[config.mk]
export PLATFORM = sky130hd
export DESIGN_NAME = grid_cell_neighbourhood_query_flat
export DESIGN_NICKNAME = d
export VERILOG_FILES = /design/src/rtl/gcq_pkg.sv /design/src/rtl/gcq_if.sv /design/src/rtl/gcq_front.sv /design/src/rtl/gcq_fifo.sv /design/src/rtl/gcq_back.sv /design/src/rtl/grid_cell_neighbourhood_query.sv /design/src/flat_wrapper.sv
export SDC_FILE = /design/constraint.sdc
export NUM_CORES = 2
export LEC_CHECK = 0
export BUFFER_PORTS_ARGS = -buffer_cell sky130_fd_sc_hd__buf_2
export CAP_MARGIN = 25
export CORE_ASPECT_RATIO = 0.8
export CORE_MARGIN = 2
export CORE_UTILIZATION = 65
export DETAILED_ROUTE_END_ITERATION = 8
export PLACE_DENSITY = 0.82
export SYNTH_ARGS = -nofsm -noshare
export SYNTH_HDL_FRONTEND = slang
export SYNTH_SLANG_ARGS = --single-unit
[constraint.sdc]
create_clock -name i_clk -period 56.4 [get_ports i_clk]
set_input_delay 11.28 -clock i_clk [delete_from_list [all_inputs] [get_ports i_clk]]
set_output_delay 11.28 -clock i_clk [all_outputs]
set_load 0.03 [all_outputs]
[src/rtl/gcq_pkg.sv]
// ----------------------------------------------------------------------------
// gcq_pkg
// Shared widths, codes and types of the grid cell neighbourhood query block.
// ----------------------------------------------------------------------------
package gcq_pkg;

    // field widths
    localparam int ACTION_W  = 2;
    localparam int COORD_W   = 32;
    localparam int ID_W      = 12;
    localparam int SIZE_W    = 16;
    localparam int COUNT_W   = 7;
    localparam int CFG_IDX_W = 3;
    localparam int CFG_DAT_W = 32;

    // internal widths, sized for grids of up to 256 by 256 cells
    localparam int NC_W    = 9;
    localparam int BASE_W  = 16;
    localparam int LIM_W   = 24;
    localparam int NCELL_W = 17;
    localparam int NB_N    = 9;

    localparam int DEF_MAX_COLUMNS = 64;
    localparam int DEF_MAX_ROWS    = 64;
    localparam int DEF_FIFO_DEPTH  = 4;

    // actions
    localparam logic [ACTION_W-1:0] ACT_CELL    = 2'd0;
    localparam logic [ACTION_W-1:0] ACT_POS_NB  = 2'd1;
    localparam logic [ACTION_W-1:0] ACT_CELL_NB = 2'd2;
    localparam logic [ACTION_W-1:0] ACT_UNUSED  = 2'd3;

    // register indexes
    localparam logic [CFG_IDX_W-1:0] REG_ORIGIN_X = 3'd0;
    localparam logic [CFG_IDX_W-1:0] REG_ORIGIN_Y = 3'd1;
    localparam logic [CFG_IDX_W-1:0] REG_COLUMNS  = 3'd2;
    localparam logic [CFG_IDX_W-1:0] REG_ROWS     = 3'd3;
    localparam logic [CFG_IDX_W-1:0] REG_CELL_W   = 3'd4;
    localparam logic [CFG_IDX_W-1:0] REG_CELL_H   = 3'd5;

    // neighbour slots, in output order
    localparam int NB_CENTRE   = 0;
    localparam int NB_LEFT     = 1;
    localparam int NB_UP_LEFT  = 2;
    localparam int NB_DN_LEFT  = 3;
    localparam int NB_RIGHT    = 4;
    localparam int NB_UP_RIGHT = 5;
    localparam int NB_DN_RIGHT = 6;
    localparam int NB_UP       = 7;
    localparam int NB_DN       = 8;

    typedef struct packed {
        logic signed [COORD_W-1:0] origin_x;
        logic signed [COORD_W-1:0] origin_y;
        logic [SIZE_W-1:0]         cell_w;
        logic [SIZE_W-1:0]         cell_h;
        logic [NC_W-1:0]           nc;
        logic [NC_W-1:0]           nr;
        logic [LIM_W-1:0]          lim_x;
        logic [LIM_W-1:0]          lim_y;
        logic [NCELL_W-1:0]        ncells;
    } t_geom;

    typedef struct packed {
        logic [BASE_W-1:0] base;
        logic [NB_N-1:0]   mask;
        logic              in_grid;
    } t_job;

endpackage

[src/rtl/gcq_if.sv]
// ----------------------------------------------------------------------------
// gcq_if
// Query, result and configuration channels of the grid cell query block.
// ----------------------------------------------------------------------------
interface gcq_query_if;
    logic                                 valid;
    logic                                 ready;
    logic [gcq_pkg::ACTION_W-1:0]         action;
    logic signed [gcq_pkg::COORD_W-1:0]   pos_x;
    logic signed [gcq_pkg::COORD_W-1:0]   pos_y;
    logic [gcq_pkg::ID_W-1:0]             query_cell;

    modport source (output valid, action, pos_x, pos_y, query_cell, input ready);
    modport sink   (input valid, action, pos_x, pos_y, query_cell, output ready);
endinterface

interface gcq_result_if;
    logic                     valid;
    logic                     ready;
    logic [gcq_pkg::ID_W-1:0] cell_id;
    logic                     in_grid;
    logic                     last;

    modport source (output valid, cell_id, in_grid, last, input ready);
    modport sink   (input valid, cell_id, in_grid, last, output ready);
endinterface

interface gcq_cfg_if;
    logic                          valid;
    logic                          ready;
    logic [gcq_pkg::CFG_IDX_W-1:0] index;
    logic [gcq_pkg::CFG_DAT_W-1:0] data;

    modport source (output valid, index, data, input ready);
    modport sink   (input valid, index, data, output ready);
endinterface

[src/rtl/gcq_front.sv]
// ----------------------------------------------------------------------------
// gcq_front
// Query pipeline: subtract origin, range check, pipelined restoring divide,
// then cell id base and neighbour mask for the emitter queue.
// ----------------------------------------------------------------------------
module gcq_front #(
    parameter int MAX_COLUMNS = gcq_pkg::DEF_MAX_COLUMNS,
    parameter int MAX_ROWS    = gcq_pkg::DEF_MAX_ROWS
) (
    input  logic                 i_clk,
    input  logic                 i_rst_n,
    gcq_query_if.sink            i_query,
    input  gcq_pkg::t_geom       i_geom,
    input  logic                 i_full,
    output logic                 o_push,
    output gcq_pkg::t_job        o_job
);

    localparam int CB = (MAX_COLUMNS > 1) ? $clog2(MAX_COLUMNS) : 1;
    localparam int RB = (MAX_ROWS > 1) ? $clog2(MAX_ROWS) : 1;
    localparam int QW = (CB > RB) ? CB : RB;
    localparam int DW = gcq_pkg::SIZE_W + QW;
    localparam int DX_W = gcq_pkg::COORD_W + 1;

    logic en;

    // stage 0: accepted query
    logic                                r_v0;
    logic [gcq_pkg::ACTION_W-1:0]        r_act0;
    logic signed [gcq_pkg::COORD_W-1:0]  r_px0;
    logic signed [gcq_pkg::COORD_W-1:0]  r_py0;
    logic [gcq_pkg::ID_W-1:0]            r_q0;

    // stage 1: offsets from origin
    logic                                r_v1;
    logic [gcq_pkg::ACTION_W-1:0]        r_act1;
    logic [DX_W-1:0]                     r_dx1;
    logic [DX_W-1:0]                     r_dy1;
    logic [gcq_pkg::ID_W-1:0]            r_q1;

    // divider stages
    logic                         r_dv   [QW+1];
    logic                         r_bad  [QW+1];
    logic                         r_nb   [QW+1];
    logic                         r_byid [QW+1];
    logic [DW-1:0]                r_rx   [QW+1];
    logic [DW-1:0]                r_ry   [QW+1];
    logic [QW-1:0]                r_qx   [QW+1];
    logic [QW-1:0]                r_qy   [QW+1];
    logic [gcq_pkg::SIZE_W-1:0]   r_dvx  [QW+1];
    logic [gcq_pkg::SIZE_W-1:0]   r_dvy  [QW+1];

    // stage 3: job for the queue
    logic           r_v3;
    gcq_pkg::t_job  r_job3;

    logic bad2;
    logic is_id2;
    logic [QW-1:0] cx;
    logic [QW-1:0] cy;
    logic [gcq_pkg::BASE_W-1:0] base;
    logic has_l, has_r, has_u, has_d;
    logic [gcq_pkg::NB_N-1:0] mask;

    assign en            = !(r_v3 && i_full);
    assign i_query.ready = en;
    assign o_push        = r_v3 && !i_full;
    assign o_job         = r_job3;

    always_ff @(posedge i_clk) begin
        if (!i_rst_n) begin
            r_v0 <= 1'b0;
            r_v1 <= 1'b0;
            r_dv[0] <= 1'b0;
            r_v3 <= 1'b0;
        end else if (en) begin
            // drop the unused action here: it yields nothing
            r_v0    <= i_query.valid && (i_query.action != gcq_pkg::ACT_UNUSED);
            r_v1    <= r_v0;
            r_dv[0] <= r_v1;
            r_v3    <= r_dv[QW];
        end
    end

    always_comb begin
        is_id2 = (r_act1 == gcq_pkg::ACT_CELL_NB);
        if (is_id2) begin
            bad2 = ({{(gcq_pkg::NCELL_W-gcq_pkg::ID_W){1'b0}}, r_q1} >= i_geom.ncells);
        end else begin
            bad2 = r_dx1[DX_W-1] || r_dy1[DX_W-1]
                || (r_dx1[gcq_pkg::COORD_W-1:0] >= gcq_pkg::COORD_W'(i_geom.lim_x))
                || (r_dy1[gcq_pkg::COORD_W-1:0] >= gcq_pkg::COORD_W'(i_geom.lim_y));
        end
    end

    always_ff @(posedge i_clk) begin
        if (en) begin
            r_act0 <= i_query.action;
            r_px0  <= i_query.pos_x;
            r_py0  <= i_query.pos_y;
            r_q0   <= i_query.query_cell;

            r_act1 <= r_act0;
            r_q1   <= r_q0;
            r_dx1  <= {r_px0[gcq_pkg::COORD_W-1], r_px0}
                    - {i_geom.origin_x[gcq_pkg::COORD_W-1], i_geom.origin_x};
            r_dy1  <= {r_py0[gcq_pkg::COORD_W-1], r_py0}
                    - {i_geom.origin_y[gcq_pkg::COORD_W-1], i_geom.origin_y};

            r_bad[0]  <= bad2;
            r_nb[0]   <= (r_act1 != gcq_pkg::ACT_CELL);
            r_byid[0] <= is_id2;
            r_rx[0]   <= r_dx1[DW-1:0];
            r_ry[0]   <= is_id2 ? DW'(r_q1) : r_dy1[DW-1:0];
            r_qx[0]   <= '0;
            r_qy[0]   <= '0;
            r_dvx[0]  <= i_geom.cell_w;
            r_dvy[0]  <= is_id2 ? gcq_pkg::SIZE_W'(i_geom.nc) : i_geom.cell_h;
        end
    end

    // one quotient bit per stage, most significant first
    for (genvar s = 0; s < QW; s++) begin : g_div
        localparam int B = QW - 1 - s;
        logic [DW-1:0] sh_x;
        logic [DW-1:0] sh_y;
        logic          ge_x;
        logic          ge_y;

        assign sh_x = DW'(r_dvx[s]) << B;
        assign sh_y = DW'(r_dvy[s]) << B;
        assign ge_x = (r_rx[s] >= sh_x);
        assign ge_y = (r_ry[s] >= sh_y);

        always_ff @(posedge i_clk) begin
            if (!i_rst_n) begin
                r_dv[s+1] <= 1'b0;
            end else if (en) begin
                r_dv[s+1] <= r_dv[s];
            end
        end

        always_ff @(posedge i_clk) begin
            if (en) begin
                r_bad[s+1]  <= r_bad[s];
                r_nb[s+1]   <= r_nb[s];
                r_byid[s+1] <= r_byid[s];
                r_dvx[s+1]  <= r_dvx[s];
                r_dvy[s+1]  <= r_dvy[s];
                r_rx[s+1]   <= ge_x ? (r_rx[s] - sh_x) : r_rx[s];
                r_ry[s+1]   <= ge_y ? (r_ry[s] - sh_y) : r_ry[s];
                r_qx[s+1]   <= r_qx[s] | (QW'(ge_x) << B);
                r_qy[s+1]   <= r_qy[s] | (QW'(ge_y) << B);
            end
        end
    end

    always_comb begin
        // for a cell id query the column is the remainder of id / columns
        cx    = r_byid[QW] ? r_ry[QW][QW-1:0] : r_qx[QW];
        cy    = r_qy[QW];
        base  = gcq_pkg::BASE_W'(gcq_pkg::BASE_W'(cy) * gcq_pkg::BASE_W'(i_geom.nc))
              + gcq_pkg::BASE_W'(cx);
        has_l = (cx != '0);
        has_u = (cy != '0);
        has_r = ((gcq_pkg::NC_W + 1)'(cx) + 1'b1) < (gcq_pkg::NC_W + 1)'(i_geom.nc);
        has_d = ((gcq_pkg::NC_W + 1)'(cy) + 1'b1) < (gcq_pkg::NC_W + 1)'(i_geom.nr);

        mask = '0;
        mask[gcq_pkg::NB_CENTRE] = 1'b1;
        if (r_nb[QW]) begin
            mask[gcq_pkg::NB_LEFT]     = has_l;
            mask[gcq_pkg::NB_UP_LEFT]  = has_l && has_u;
            mask[gcq_pkg::NB_DN_LEFT]  = has_l && has_d;
            mask[gcq_pkg::NB_RIGHT]    = has_r;
            mask[gcq_pkg::NB_UP_RIGHT] = has_r && has_u;
            mask[gcq_pkg::NB_DN_RIGHT] = has_r && has_d;
            mask[gcq_pkg::NB_UP]       = has_u;
            mask[gcq_pkg::NB_DN]       = has_d;
        end
    end

    always_ff @(posedge i_clk) begin
        if (en) begin
            if (r_bad[QW]) begin
                r_job3.base    <= '0;
                r_job3.mask    <= gcq_pkg::NB_N'(1) << gcq_pkg::NB_CENTRE;
                r_job3.in_grid <= 1'b0;
            end else begin
                r_job3.base    <= base;
                r_job3.mask    <= mask;
                r_job3.in_grid <= 1'b1;
            end
        end
    end

endmodule

[src/rtl/gcq_fifo.sv]
// ----------------------------------------------------------------------------
// gcq_fifo
// Short job queue between the query pipeline and the result emitter.
// ----------------------------------------------------------------------------
module gcq_fifo #(
    parameter int DEPTH = gcq_pkg::DEF_FIFO_DEPTH
) (
    input  logic           i_clk,
    input  logic           i_rst_n,
    input  logic           i_push,
    input  gcq_pkg::t_job  i_job,
    input  logic           i_pop,
    output gcq_pkg::t_job  o_job,
    output logic           o_full,
    output logic           o_empty
);

    localparam int PW = (DEPTH > 1) ? $clog2(DEPTH) : 1;
    localparam int CW = $clog2(DEPTH + 1);

    gcq_pkg::t_job  r_mem [DEPTH];
    logic [PW-1:0]  r_wr;
    logic [PW-1:0]  r_rd;
    logic [CW-1:0]  r_cnt;

    assign o_full  = (r_cnt == CW'(DEPTH));
    assign o_empty = (r_cnt == '0);
    assign o_job   = r_mem[r_rd];

    always_ff @(posedge i_clk) begin
        if (!i_rst_n) begin
            r_wr  <= '0;
            r_rd  <= '0;
            r_cnt <= '0;
        end else begin
            if (i_push) begin
                r_wr <= (r_wr == PW'(DEPTH - 1)) ? '0 : r_wr + 1'b1;
            end
            if (i_pop) begin
                r_rd <= (r_rd == PW'(DEPTH - 1)) ? '0 : r_rd + 1'b1;
            end
            if (i_push && !i_pop) begin
                r_cnt <= r_cnt + 1'b1;
            end else if (i_pop && !i_push) begin
                r_cnt <= r_cnt - 1'b1;
            end
        end
    end

    always_ff @(posedge i_clk) begin
        if (i_push) begin
            r_mem[r_wr] <= i_job;
        end
    end

endmodule

[src/rtl/gcq_back.sv]
// ----------------------------------------------------------------------------
// gcq_back
// Result emitter: walks the neighbour mask of one job, one cell id a cycle while
// the receiver is ready, through a registered output stage.
// ----------------------------------------------------------------------------
module gcq_back (
    input  logic                       i_clk,
    input  logic                       i_rst_n,
    input  logic [gcq_pkg::NC_W-1:0]   i_nc,
    input  gcq_pkg::t_job              i_job,
    input  logic                       i_empty,
    output logic                       o_pop,
    gcq_result_if.source               o_result
);

    logic [gcq_pkg::NB_N-1:0]    r_mask;
    logic [gcq_pkg::BASE_W-1:0]  r_base;
    logic                        r_ing;

    logic                        r_o_valid;
    logic [gcq_pkg::ID_W-1:0]    r_o_id;
    logic                        r_o_ing;
    logic                        r_o_last;

    logic                        out_free;
    logic                        busy;
    logic [gcq_pkg::NB_N-1:0]    sel;
    logic [gcq_pkg::NB_N-1:0]    rest;
    logic                        go_up, go_dn, go_l, go_r;
    logic [gcq_pkg::BASE_W-1:0]  row_id;
    logic [gcq_pkg::BASE_W-1:0]  nb_id;
    logic                        load;

    assign o_result.valid   = r_o_valid;
    assign o_result.cell_id = r_o_id;
    assign o_result.in_grid = r_o_ing;
    assign o_result.last    = r_o_last;

    always_comb begin
        out_free = !r_o_valid || o_result.ready;
        busy     = (r_mask != '0);
        // lowest pending slot goes next
        sel      = r_mask & (~r_mask + 1'b1);
        rest     = r_mask & ~sel;

        go_up = sel[gcq_pkg::NB_UP] || sel[gcq_pkg::NB_UP_LEFT] || sel[gcq_pkg::NB_UP_RIGHT];
        go_dn = sel[gcq_pkg::NB_DN] || sel[gcq_pkg::NB_DN_LEFT] || sel[gcq_pkg::NB_DN_RIGHT];
        go_l  = sel[gcq_pkg::NB_LEFT] || sel[gcq_pkg::NB_UP_LEFT] || sel[gcq_pkg::NB_DN_LEFT];
        go_r  = sel[gcq_pkg::NB_RIGHT] || sel[gcq_pkg::NB_UP_RIGHT]
             || sel[gcq_pkg::NB_DN_RIGHT];

        if (go_up) begin
            row_id = r_base - gcq_pkg::BASE_W'(i_nc);
        end else if (go_dn) begin
            row_id = r_base + gcq_pkg::BASE_W'(i_nc);
        end else begin
            row_id = r_base;
        end

        if (go_l) begin
            nb_id = row_id - 1'b1;
        end else if (go_r) begin
            nb_id = row_id + 1'b1;
        end else begin
            nb_id = row_id;
        end

        // refill on the last result of a job so runs follow without a gap
        load  = !i_empty && (!busy || (out_free && rest == '0));
    end

    assign o_pop = load;

    always_ff @(posedge i_clk) begin
        if (!i_rst_n) begin
            r_mask    <= '0;
            r_o_valid <= 1'b0;
        end else begin
            if (load) begin
                r_mask <= i_job.mask;
            end else if (busy && out_free) begin
                r_mask <= rest;
            end
            if (out_free) begin
                r_o_valid <= busy;
            end
        end
    end

    always_ff @(posedge i_clk) begin
        if (load) begin
            r_base <= i_job.base;
            r_ing  <= i_job.in_grid;
        end
        if (busy && out_free) begin
            r_o_id   <= nb_id[gcq_pkg::ID_W-1:0];
            r_o_ing  <= r_ing;
            r_o_last <= (rest == '0);
        end
    end

endmodule

[src/rtl/grid_cell_neighbourhood_query.sv]
// ----------------------------------------------------------------------------
// grid_cell_neighbourhood_query
// Uniform 2D grid index with cell lookup and 3x3 neighbour query.
// ----------------------------------------------------------------------------
// Usage:
//   i_query  : valid/ready channel, one transaction per query (action, pos_x,
//              pos_y, query_cell). Action 3 is taken and yields nothing.
//   o_result : valid/ready channel, one transaction per cell id; a query gives
//              1 to 9 results, the final one with last set. A position or id
//              outside the grid gives one result with in_grid low.
//   i_cfg    : register writes (index, data), always ready; write only while
//              no query is in flight.
// Pipeline: a query passes the input, offset and divider registers, the job
//   register, the job queue, the emitter and its output register; the divide is
//   pipelined one quotient bit a stage, QW = ceil(log2(max(MAX_COLUMNS, MAX_ROWS))) bits.
// Throughput: a new query is accepted every cycle until the job queue fills;
//   the emitter then sets the pace at one result a cycle while the receiver is
//   ready, and a query gives 1 to 9 results (9 for an interior neighbourhood).
// Reset: registers return to origin 0, 1 x 1 grid, 1 x 1 cells; the pipeline,
//   queue and output are emptied. A stalled receiver holds the output; the
//   queue then fills and i_query.ready drops.
module grid_cell_neighbourhood_query #(
    parameter int MAX_COLUMNS = gcq_pkg::DEF_MAX_COLUMNS,
    parameter int MAX_ROWS    = gcq_pkg::DEF_MAX_ROWS,
    parameter int FIFO_DEPTH  = gcq_pkg::DEF_FIFO_DEPTH
) (
    input  logic          i_clk,
    input  logic          i_rst_n,
    gcq_query_if.sink     i_query,
    gcq_result_if.source  o_result,
    gcq_cfg_if.sink       i_cfg
);

    logic signed [gcq_pkg::COORD_W-1:0] r_origin_x;
    logic signed [gcq_pkg::COORD_W-1:0] r_origin_y;
    logic [gcq_pkg::COUNT_W-1:0]        r_columns;
    logic [gcq_pkg::COUNT_W-1:0]        r_rows;
    logic [gcq_pkg::SIZE_W-1:0]         r_cell_w;
    logic [gcq_pkg::SIZE_W-1:0]         r_cell_h;

    logic [gcq_pkg::NC_W-1:0]    r_nc;
    logic [gcq_pkg::NC_W-1:0]    r_nr;
    logic [gcq_pkg::SIZE_W-1:0]  r_cw;
    logic [gcq_pkg::SIZE_W-1:0]  r_ch;
    logic [gcq_pkg::LIM_W-1:0]   r_lim_x;
    logic [gcq_pkg::LIM_W-1:0]   r_lim_y;
    logic [gcq_pkg::NCELL_W-1:0] r_ncells;

    logic [gcq_pkg::NC_W-1:0]    n_nc;
    logic [gcq_pkg::NC_W-1:0]    n_nr;
    logic [gcq_pkg::SIZE_W-1:0]  n_cw;
    logic [gcq_pkg::SIZE_W-1:0]  n_ch;

    gcq_pkg::t_geom w_geom;
    gcq_pkg::t_job  w_push_job;
    gcq_pkg::t_job  w_pop_job;
    logic           w_push;
    logic           w_pop;
    logic           w_full;
    logic           w_empty;

    assign i_cfg.ready = 1'b1;

    always_ff @(posedge i_clk) begin
        if (!i_rst_n) begin
            r_origin_x <= '0;
            r_origin_y <= '0;
            r_columns  <= gcq_pkg::COUNT_W'(1);
            r_rows     <= gcq_pkg::COUNT_W'(1);
            r_cell_w   <= gcq_pkg::SIZE_W'(1);
            r_cell_h   <= gcq_pkg::SIZE_W'(1);
        end else if (i_cfg.valid) begin
            case (i_cfg.index)
                gcq_pkg::REG_ORIGIN_X: r_origin_x <= i_cfg.data;
                gcq_pkg::REG_ORIGIN_Y: r_origin_y <= i_cfg.data;
                gcq_pkg::REG_COLUMNS:  r_columns  <= i_cfg.data[gcq_pkg::COUNT_W-1:0];
                gcq_pkg::REG_ROWS:     r_rows     <= i_cfg.data[gcq_pkg::COUNT_W-1:0];
                gcq_pkg::REG_CELL_W:   r_cell_w   <= i_cfg.data[gcq_pkg::SIZE_W-1:0];
                gcq_pkg::REG_CELL_H:   r_cell_h   <= i_cfg.data[gcq_pkg::SIZE_W-1:0];
                default: ;
            endcase
        end
    end

    // saturate grid size, treat a zero cell size as one
    always_comb begin
        if (r_columns == '0) begin
            n_nc = gcq_pkg::NC_W'(1);
        end else if (gcq_pkg::NC_W'(r_columns) > gcq_pkg::NC_W'(MAX_COLUMNS)) begin
            n_nc = gcq_pkg::NC_W'(MAX_COLUMNS);
        end else begin
            n_nc = gcq_pkg::NC_W'(r_columns);
        end
        if (r_rows == '0) begin
            n_nr = gcq_pkg::NC_W'(1);
        end else if (gcq_pkg::NC_W'(r_rows) > gcq_pkg::NC_W'(MAX_ROWS)) begin
            n_nr = gcq_pkg::NC_W'(MAX_ROWS);
        end else begin
            n_nr = gcq_pkg::NC_W'(r_rows);
        end
        n_cw = (r_cell_w == '0) ? gcq_pkg::SIZE_W'(1) : r_cell_w;
        n_ch = (r_cell_h == '0) ? gcq_pkg::SIZE_W'(1) : r_cell_h;
    end

    always_ff @(posedge i_clk) begin
        if (!i_rst_n) begin
            r_nc     <= gcq_pkg::NC_W'(1);
            r_nr     <= gcq_pkg::NC_W'(1);
            r_cw     <= gcq_pkg::SIZE_W'(1);
            r_ch     <= gcq_pkg::SIZE_W'(1);
            r_lim_x  <= gcq_pkg::LIM_W'(1);
            r_lim_y  <= gcq_pkg::LIM_W'(1);
            r_ncells <= gcq_pkg::NCELL_W'(1);
        end else begin
            r_nc     <= n_nc;
            r_nr     <= n_nr;
            r_cw     <= n_cw;
            r_ch     <= n_ch;
            r_lim_x  <= gcq_pkg::LIM_W'(gcq_pkg::LIM_W'(n_nc) * gcq_pkg::LIM_W'(n_cw));
            r_lim_y  <= gcq_pkg::LIM_W'(gcq_pkg::LIM_W'(n_nr) * gcq_pkg::LIM_W'(n_ch));
            r_ncells <= gcq_pkg::NCELL_W'(gcq_pkg::NCELL_W'(n_nc) * gcq_pkg::NCELL_W'(n_nr));
        end
    end

    assign w_geom = '{
        origin_x: r_origin_x,
        origin_y: r_origin_y,
        cell_w:   r_cw,
        cell_h:   r_ch,
        nc:       r_nc,
        nr:       r_nr,
        lim_x:    r_lim_x,
        lim_y:    r_lim_y,
        ncells:   r_ncells
    };

    gcq_front #(
        .MAX_COLUMNS (MAX_COLUMNS),
        .MAX_ROWS    (MAX_ROWS)
    ) u_front (
        .i_clk   (i_clk),
        .i_rst_n (i_rst_n),
        .i_query (i_query),
        .i_geom  (w_geom),
        .i_full  (w_full),
        .o_push  (w_push),
        .o_job   (w_push_job)
    );

    gcq_fifo #(
        .DEPTH (FIFO_DEPTH)
    ) u_fifo (
        .i_clk   (i_clk),
        .i_rst_n (i_rst_n),
        .i_push  (w_push),
        .i_job   (w_push_job),
        .i_pop   (w_pop),
        .o_job   (w_pop_job),
        .o_full  (w_full),
        .o_empty (w_empty)
    );

    gcq_back u_back (
        .i_clk    (i_clk),
        .i_rst_n  (i_rst_n),
        .i_nc     (r_nc),
        .i_job    (w_pop_job),
        .i_empty  (w_empty),
        .o_pop    (w_pop),
        .o_result (o_result)
    );

`ifndef NO_ASSERTIONS
    a_no_push_full: assert property (@(posedge i_clk) disable iff (!i_rst_n)
        w_push |-> !w_full)
        else $error("job queue written while full");

    a_no_pop_empty: assert property (@(posedge i_clk) disable iff (!i_rst_n)
        w_pop |-> !w_empty)
        else $error("job queue read while empty");

    a_invalid_single: assert property (@(posedge i_clk) disable iff (!i_rst_n)
        (o_result.valid && !o_result.in_grid) |-> (o_result.last && o_result.cell_id == '0))
        else $error("out-of-grid result not a single zero id");

    a_reset_quiet: assert property (@(posedge i_clk)
        !i_rst_n |=> !o_result.valid)
        else $error("result valid right after reset");
`endif

endmodule
[src/flat_wrapper.sv]
// flat-port wrapper written by rule: the top's interface ports become plain ports
module grid_cell_neighbourhood_query_flat 
#(
    parameter int MAX_COLUMNS = gcq_pkg::DEF_MAX_COLUMNS,
    parameter int MAX_ROWS    = gcq_pkg::DEF_MAX_ROWS,
    parameter int FIFO_DEPTH  = gcq_pkg::DEF_FIFO_DEPTH
)
  (i_clk, i_rst_n, i_query_valid, i_query_action, i_query_pos_x, i_query_pos_y, i_query_query_cell, i_query_ready, o_result_valid, o_result_cell_id, o_result_in_grid, o_result_last, o_result_ready, i_cfg_valid, i_cfg_index, i_cfg_data, i_cfg_ready);
  gcq_query_if i_query_i ();
  gcq_result_if o_result_i ();
  gcq_cfg_if i_cfg_i ();
  input  logic i_clk;
  input  logic i_rst_n;
  input wire logic [$bits(i_query_i.valid)-1:0] i_query_valid;
  input wire logic [$bits(i_query_i.action)-1:0] i_query_action;
  input wire logic [$bits(i_query_i.pos_x)-1:0] i_query_pos_x;
  input wire logic [$bits(i_query_i.pos_y)-1:0] i_query_pos_y;
  input wire logic [$bits(i_query_i.query_cell)-1:0] i_query_query_cell;
  output wire logic [$bits(i_query_i.ready)-1:0] i_query_ready;
  output wire logic [$bits(o_result_i.valid)-1:0] o_result_valid;
  output wire logic [$bits(o_result_i.cell_id)-1:0] o_result_cell_id;
  output wire logic [$bits(o_result_i.in_grid)-1:0] o_result_in_grid;
  output wire logic [$bits(o_result_i.last)-1:0] o_result_last;
  input wire logic [$bits(o_result_i.ready)-1:0] o_result_ready;
  input wire logic [$bits(i_cfg_i.valid)-1:0] i_cfg_valid;
  input wire logic [$bits(i_cfg_i.index)-1:0] i_cfg_index;
  input wire logic [$bits(i_cfg_i.data)-1:0] i_cfg_data;
  output wire logic [$bits(i_cfg_i.ready)-1:0] i_cfg_ready;
  assign i_query_i.valid = i_query_valid;
  assign i_query_i.action = i_query_action;
  assign i_query_i.pos_x = i_query_pos_x;
  assign i_query_i.pos_y = i_query_pos_y;
  assign i_query_i.query_cell = i_query_query_cell;
  assign i_query_ready = i_query_i.ready;
  assign o_result_valid = o_result_i.valid;
  assign o_result_cell_id = o_result_i.cell_id;
  assign o_result_in_grid = o_result_i.in_grid;
  assign o_result_last = o_result_i.last;
  assign o_result_i.ready = o_result_ready;
  assign i_cfg_i.valid = i_cfg_valid;
  assign i_cfg_i.index = i_cfg_index;
  assign i_cfg_i.data = i_cfg_data;
  assign i_cfg_ready = i_cfg_i.ready;
  grid_cell_neighbourhood_query #(.MAX_COLUMNS(MAX_COLUMNS), .MAX_ROWS(MAX_ROWS), .FIFO_DEPTH(FIFO_DEPTH)) u_core (.i_clk(i_clk), .i_rst_n(i_rst_n), .i_query(i_query_i), .o_result(o_result_i), .i_cfg(i_cfg_i));
endmodule
==> summary.txt <==
Run status
  – Outcome: finished, final reports clean

Placement
  – Routability Congestion: 0.947
  – IO buf count: around 130
  – Worst slack, placed: 42.69 ns
  – Placed Cells: 7044
  – Half-perimeter wire length after placement: just under 100000 um

Clock tree
  – Post-CTS setup buffers: 0
  – Clock slew at reported path FFs: 0.06 ns
  – Cts hold-fix bufs: 0
  – CTS tree: done
  – Clock Tree Buf Depth: 3
  – Worst-Skew Late Latency: 0.69 ns
  – CTS buffer count: approximately 110
  – Cts repair resizes: 0
  – Htree depth: 3
  – Root buffer cell: clkbuf_16
  – Clk sinks: about 1100

Logic synthesis
  – Post-synthesis register bit count: approximately 1100
  – Syn nets: 6609
  – Ys flop type: edfxtp_1
  – Post-synth ARST share: 0%
  – Seq/Total Area, Yosys: 47.4%
  – Synthesized area: 0.0622 sq mm
  – Post-synthesis cell type count: 103
  – Post-Syn Area per Cell: 10.8 sq um
  – Mapped Cells: 5765
  – Ys Warns: 0
  – Number of synthesized flops with an enable pin: 821

Global route
  – GRT Total Usage: between 20% and 30%
  – First-pass GRT wire length: 216000 um
  – Initial antenna violation count: 5
  – Grt total ovfl: 0
  – Largest net degree at the start of global routing: 198
  – Vias in the first global route: 40800

Die
  – Starting Density: ~66%
  – Die span in y: 281 um
  – Die area: 0.0982 sq mm
  – Ports: between 100 and 150
  – Num rows: 101
  – Core area: around 0.095 sq mm
  – Die X: 350 um

Setup path
  – RR Endpoint: u_core.r_lim_y[23]
  – Maximum fanout along the worst path: 107
  – Setup slack, reg-to-reg: 49.59 ns
  – Max incr delay on CP: 0.54 ns
  – Startpoint Class: flop
  – Data required, critical path: about 45 ns
  – Arr. time, crit path: 2.33 ns
  – R2R depth: 21
  – Max stage delay cell, worst path: inv_8
  – Worst path cell trace: nor2_1 -> and3_1 -> inv_8 -> buf_2
  – Worst Setup End Kind: primary output
  – Reg2reg start: u_core.r_rows[6]
  – Critical path type: flop to primary output

Layout
  – Layout area overhead: 8.95%
  – Most frequent cells in the layout: edfxtp_1, inv_1, nand2_1
  – Fillers: ~6600
  – Final nets: 6711
  – Share of layout cells above drive strength 1: 7.99%
  – Commonest non-fill, non-tap cell in the layout: edfxtp_1
  – Non-filler cells, final: a little over 7000

Routing
  – Initial drt markers: 3553
  – Met3 WL: 11700 um
  – Routed WL per cell: 18.6 um
  – Via density: 5.76
  – Met2 WL: 60300 um
  – Top layer in use: met4
  – Antenna-violating nets left: 0
  – DRC: 0
  – Routed met1 length: 58300 um
  – Vias: 41700
  – Final wirelength: 135000 um
  – Drt first pass iters: 8

STA
  – Period utilization: 24.1%
  – Fmax: 0.0735 GHz
  – Final setup TNS: 0 ns
  – Setup-failing EPs final: 0
  – Worst Slack Setup Final: 42.79 ns
  – Setup repair after global routing missed its margin: false
  – Max-slew violations: 0
  – Skew final: 0.0262 ns
  – Final Hold Fails: 0
  – Fin crit period: 13.61 ns
  – Slew @ Worst Pin: 1.12 ns
  – Rel. slew slack: around a quarter

Power
  – Peak supply drop: 0.0302 mV
  – Lkg Pwr: 28.1 nW
  – Tot Pwr: 0.00274 W
  – Pwr/cell area: 40.4 mW/mm^2

Hold path
  – Hold Path Depth: 0
  – Hold Path Class: flop to flop
  – Hold EP: u_core.u_front.r_dvx[0][6]
  – Worst hold path startpoint: u_core.r_cw[6]

Run
  – Max-cap violations: 0
[synth_stat cells, types with 13 or more instances]
cell | count | area share [%]
a211oi_1 | 26 | 0.31
a21boi_0 | 120 | 1.4
a21o_1 | 112 | 1.4
a21oi_1 | 271 | 2.2
a31oi_1 | 24 | 0.24
and2_1 | 262 | 2.6
and3_1 | 35 | 0.35
buf_1 | 15 | 0.091
clkbuf_1 | 141 | 0.85
dfxtp_1 | 242 | 7.8
edfxtp_1 | 821 | 40
fa_1 | 210 | 6.8
ha_1 | 516 | 10
inv_1 | 767 | 4.6
mux2_2 | 56 | 1.0
mux2i_1 | 30 | 0.48
mux4_2 | 21 | 0.76
nand2_1 | 596 | 3.6
nand2b_1 | 65 | 0.65
nand3_1 | 67 | 0.54
nand4_1 | 40 | 0.40
nor2_1 | 297 | 1.8
nor2b_1 | 92 | 0.93
nor3_1 | 77 | 0.62
nor4_1 | 32 | 0.32
o211ai_1 | 13 | 0.16
o21a_1 | 44 | 0.53
o21ai_0 | 194 | 1.6
o21bai_1 | 24 | 0.29
o31ai_1 | 20 | 0.24
or2_2 | 14 | 0.14
or3_1 | 27 | 0.27
xnor2_1 | 190 | 2.7
xor2_1 | 82 | 1.2
[routing by layer]
layer / vias to the layer above / track usage [%]
li1: 20000 / -
met1: 19900 / 39.1
met2: 1531 / 43.4
met3: 299 / 6.38
met4: 0 / 9.34
met5: - / 0
[worst max-delay path by stage]
| stage | startpoint | end | slack (ns) | cells after the start |
|---|---|---|---|---|
| after floorplan | u_core.u_fifo.r_cnt[0] | i_query_ready | 31.37 | 4 |
| after global placement | i_rst_n | u_core.r_lim_x[23] | 42.71 | 6 |
| after detailed placement | i_rst_n | u_core.r_lim_x[23] | 42.69 | 6 |
| after CTS | u_core.u_fifo.r_cnt[0] | i_query_ready | 42.65 | 4 |
| after global routing | u_core.u_fifo.r_cnt[0] | i_query_ready | 42.59 | 4 |
| final | u_core.u_fifo.r_cnt[0] | i_query_ready | 42.79 | 4 |
[sequential cells by signal, indices dropped and copies added (netlist names), 16 cells and up, named ones only]
name / flops
u_core.u_front.r_ry: 138
u_core.r_lim_x: 24
u_core.u_front.r_qy: 21
u_core.r_ch: 16
u_core.u_front.r_px0: 32
u_core.u_front.r_qx: 21
u_core.u_front.r_dvy: 96
u_core.u_front.r_dvx: 96
u_core.u_front.r_dy1: 33
u_core.r_cell_w: 16
u_core.u_front.o_job: 21
u_core.u_front.r_py0: 32
u_core.u_front.r_dx1: 33
u_core.u_fifo.r_mem: 84
u_core.r_origin_x: 32
u_core.u_front.r_rx: 132
u_core.r_lim_y: 24
u_core.r_origin_y: 32
u_core.r_cell_h: 16
u_core.r_cw: 16
[where the power goes]
| group | internal [W] | total, W | switching, W |
|---|---|---|---|
| Clock | 0.000407 | 0.000706 | 0.000299 |
| Sequential | 0.00102 | 0.00111 | 0.0000921 |
| Combinational | 0.000403 | 0.000920 | 0.000517 |
| Total | 0.00183 | 0.00274 | 0.000909 |
[critical path: cells and delay by family (launching register included)]
family / cells / cell delay, ns
buffers and inverters: 2 / 0.86
flip-flops: 1 / 0.42
AND/OR/NAND/NOR: 2 / 0.37
[per-stage QoR]
stage          area, sq um  hold slack, ns  utilization, %
4_1_cts              67700           0.401            71.3
6_report             67700           0.399            71.4
5_1_grt              67700           0.402            71.4
3_3_place_gp         64000           0.387            67.5
2_1_floorplan        62200           0.386               -
3_5_place_dp         64100           0.389            67.6
[logic make-up (layout without fill, tap and decap cells)]
| logic type | after synthesis | in the layout | share of synthesized area, % |
|---|---|---|---|
| multiplexers | 107 | 107 | 2.26 |
| XOR/XNOR | 272 | 272 | 3.83 |
| flip-flops | 1063 | 1063 | 47.4 |
| AO/OA/AOI/OAI | 979 | 979 | 10.3 |
| AND/OR/NAND/NOR | 1669 | 1669 | 13.2 |
| other | 1 | 4 | 0.00603 |
| buffers and inverters | 946 | 1140 | 5.82 |
| adder cells (fa/ha/maj) | 728 | 728 | 17.2 |
[final cells by class]
cell class              instances  area [sq um]  area share [%]
clock inverters                57           557           0.822
diodes                          3          7.51          0.0111
flip-flops and latches       1063         29500            43.5
inverters                     769          2890            4.27
multi-input cells            3756         29100            42.9
well taps                    1287          1610            2.38
repair buffers                172          1130            1.67
clock buffers                 142          2960            4.37
No activity file was read; power rests on OpenSTA's default activity.
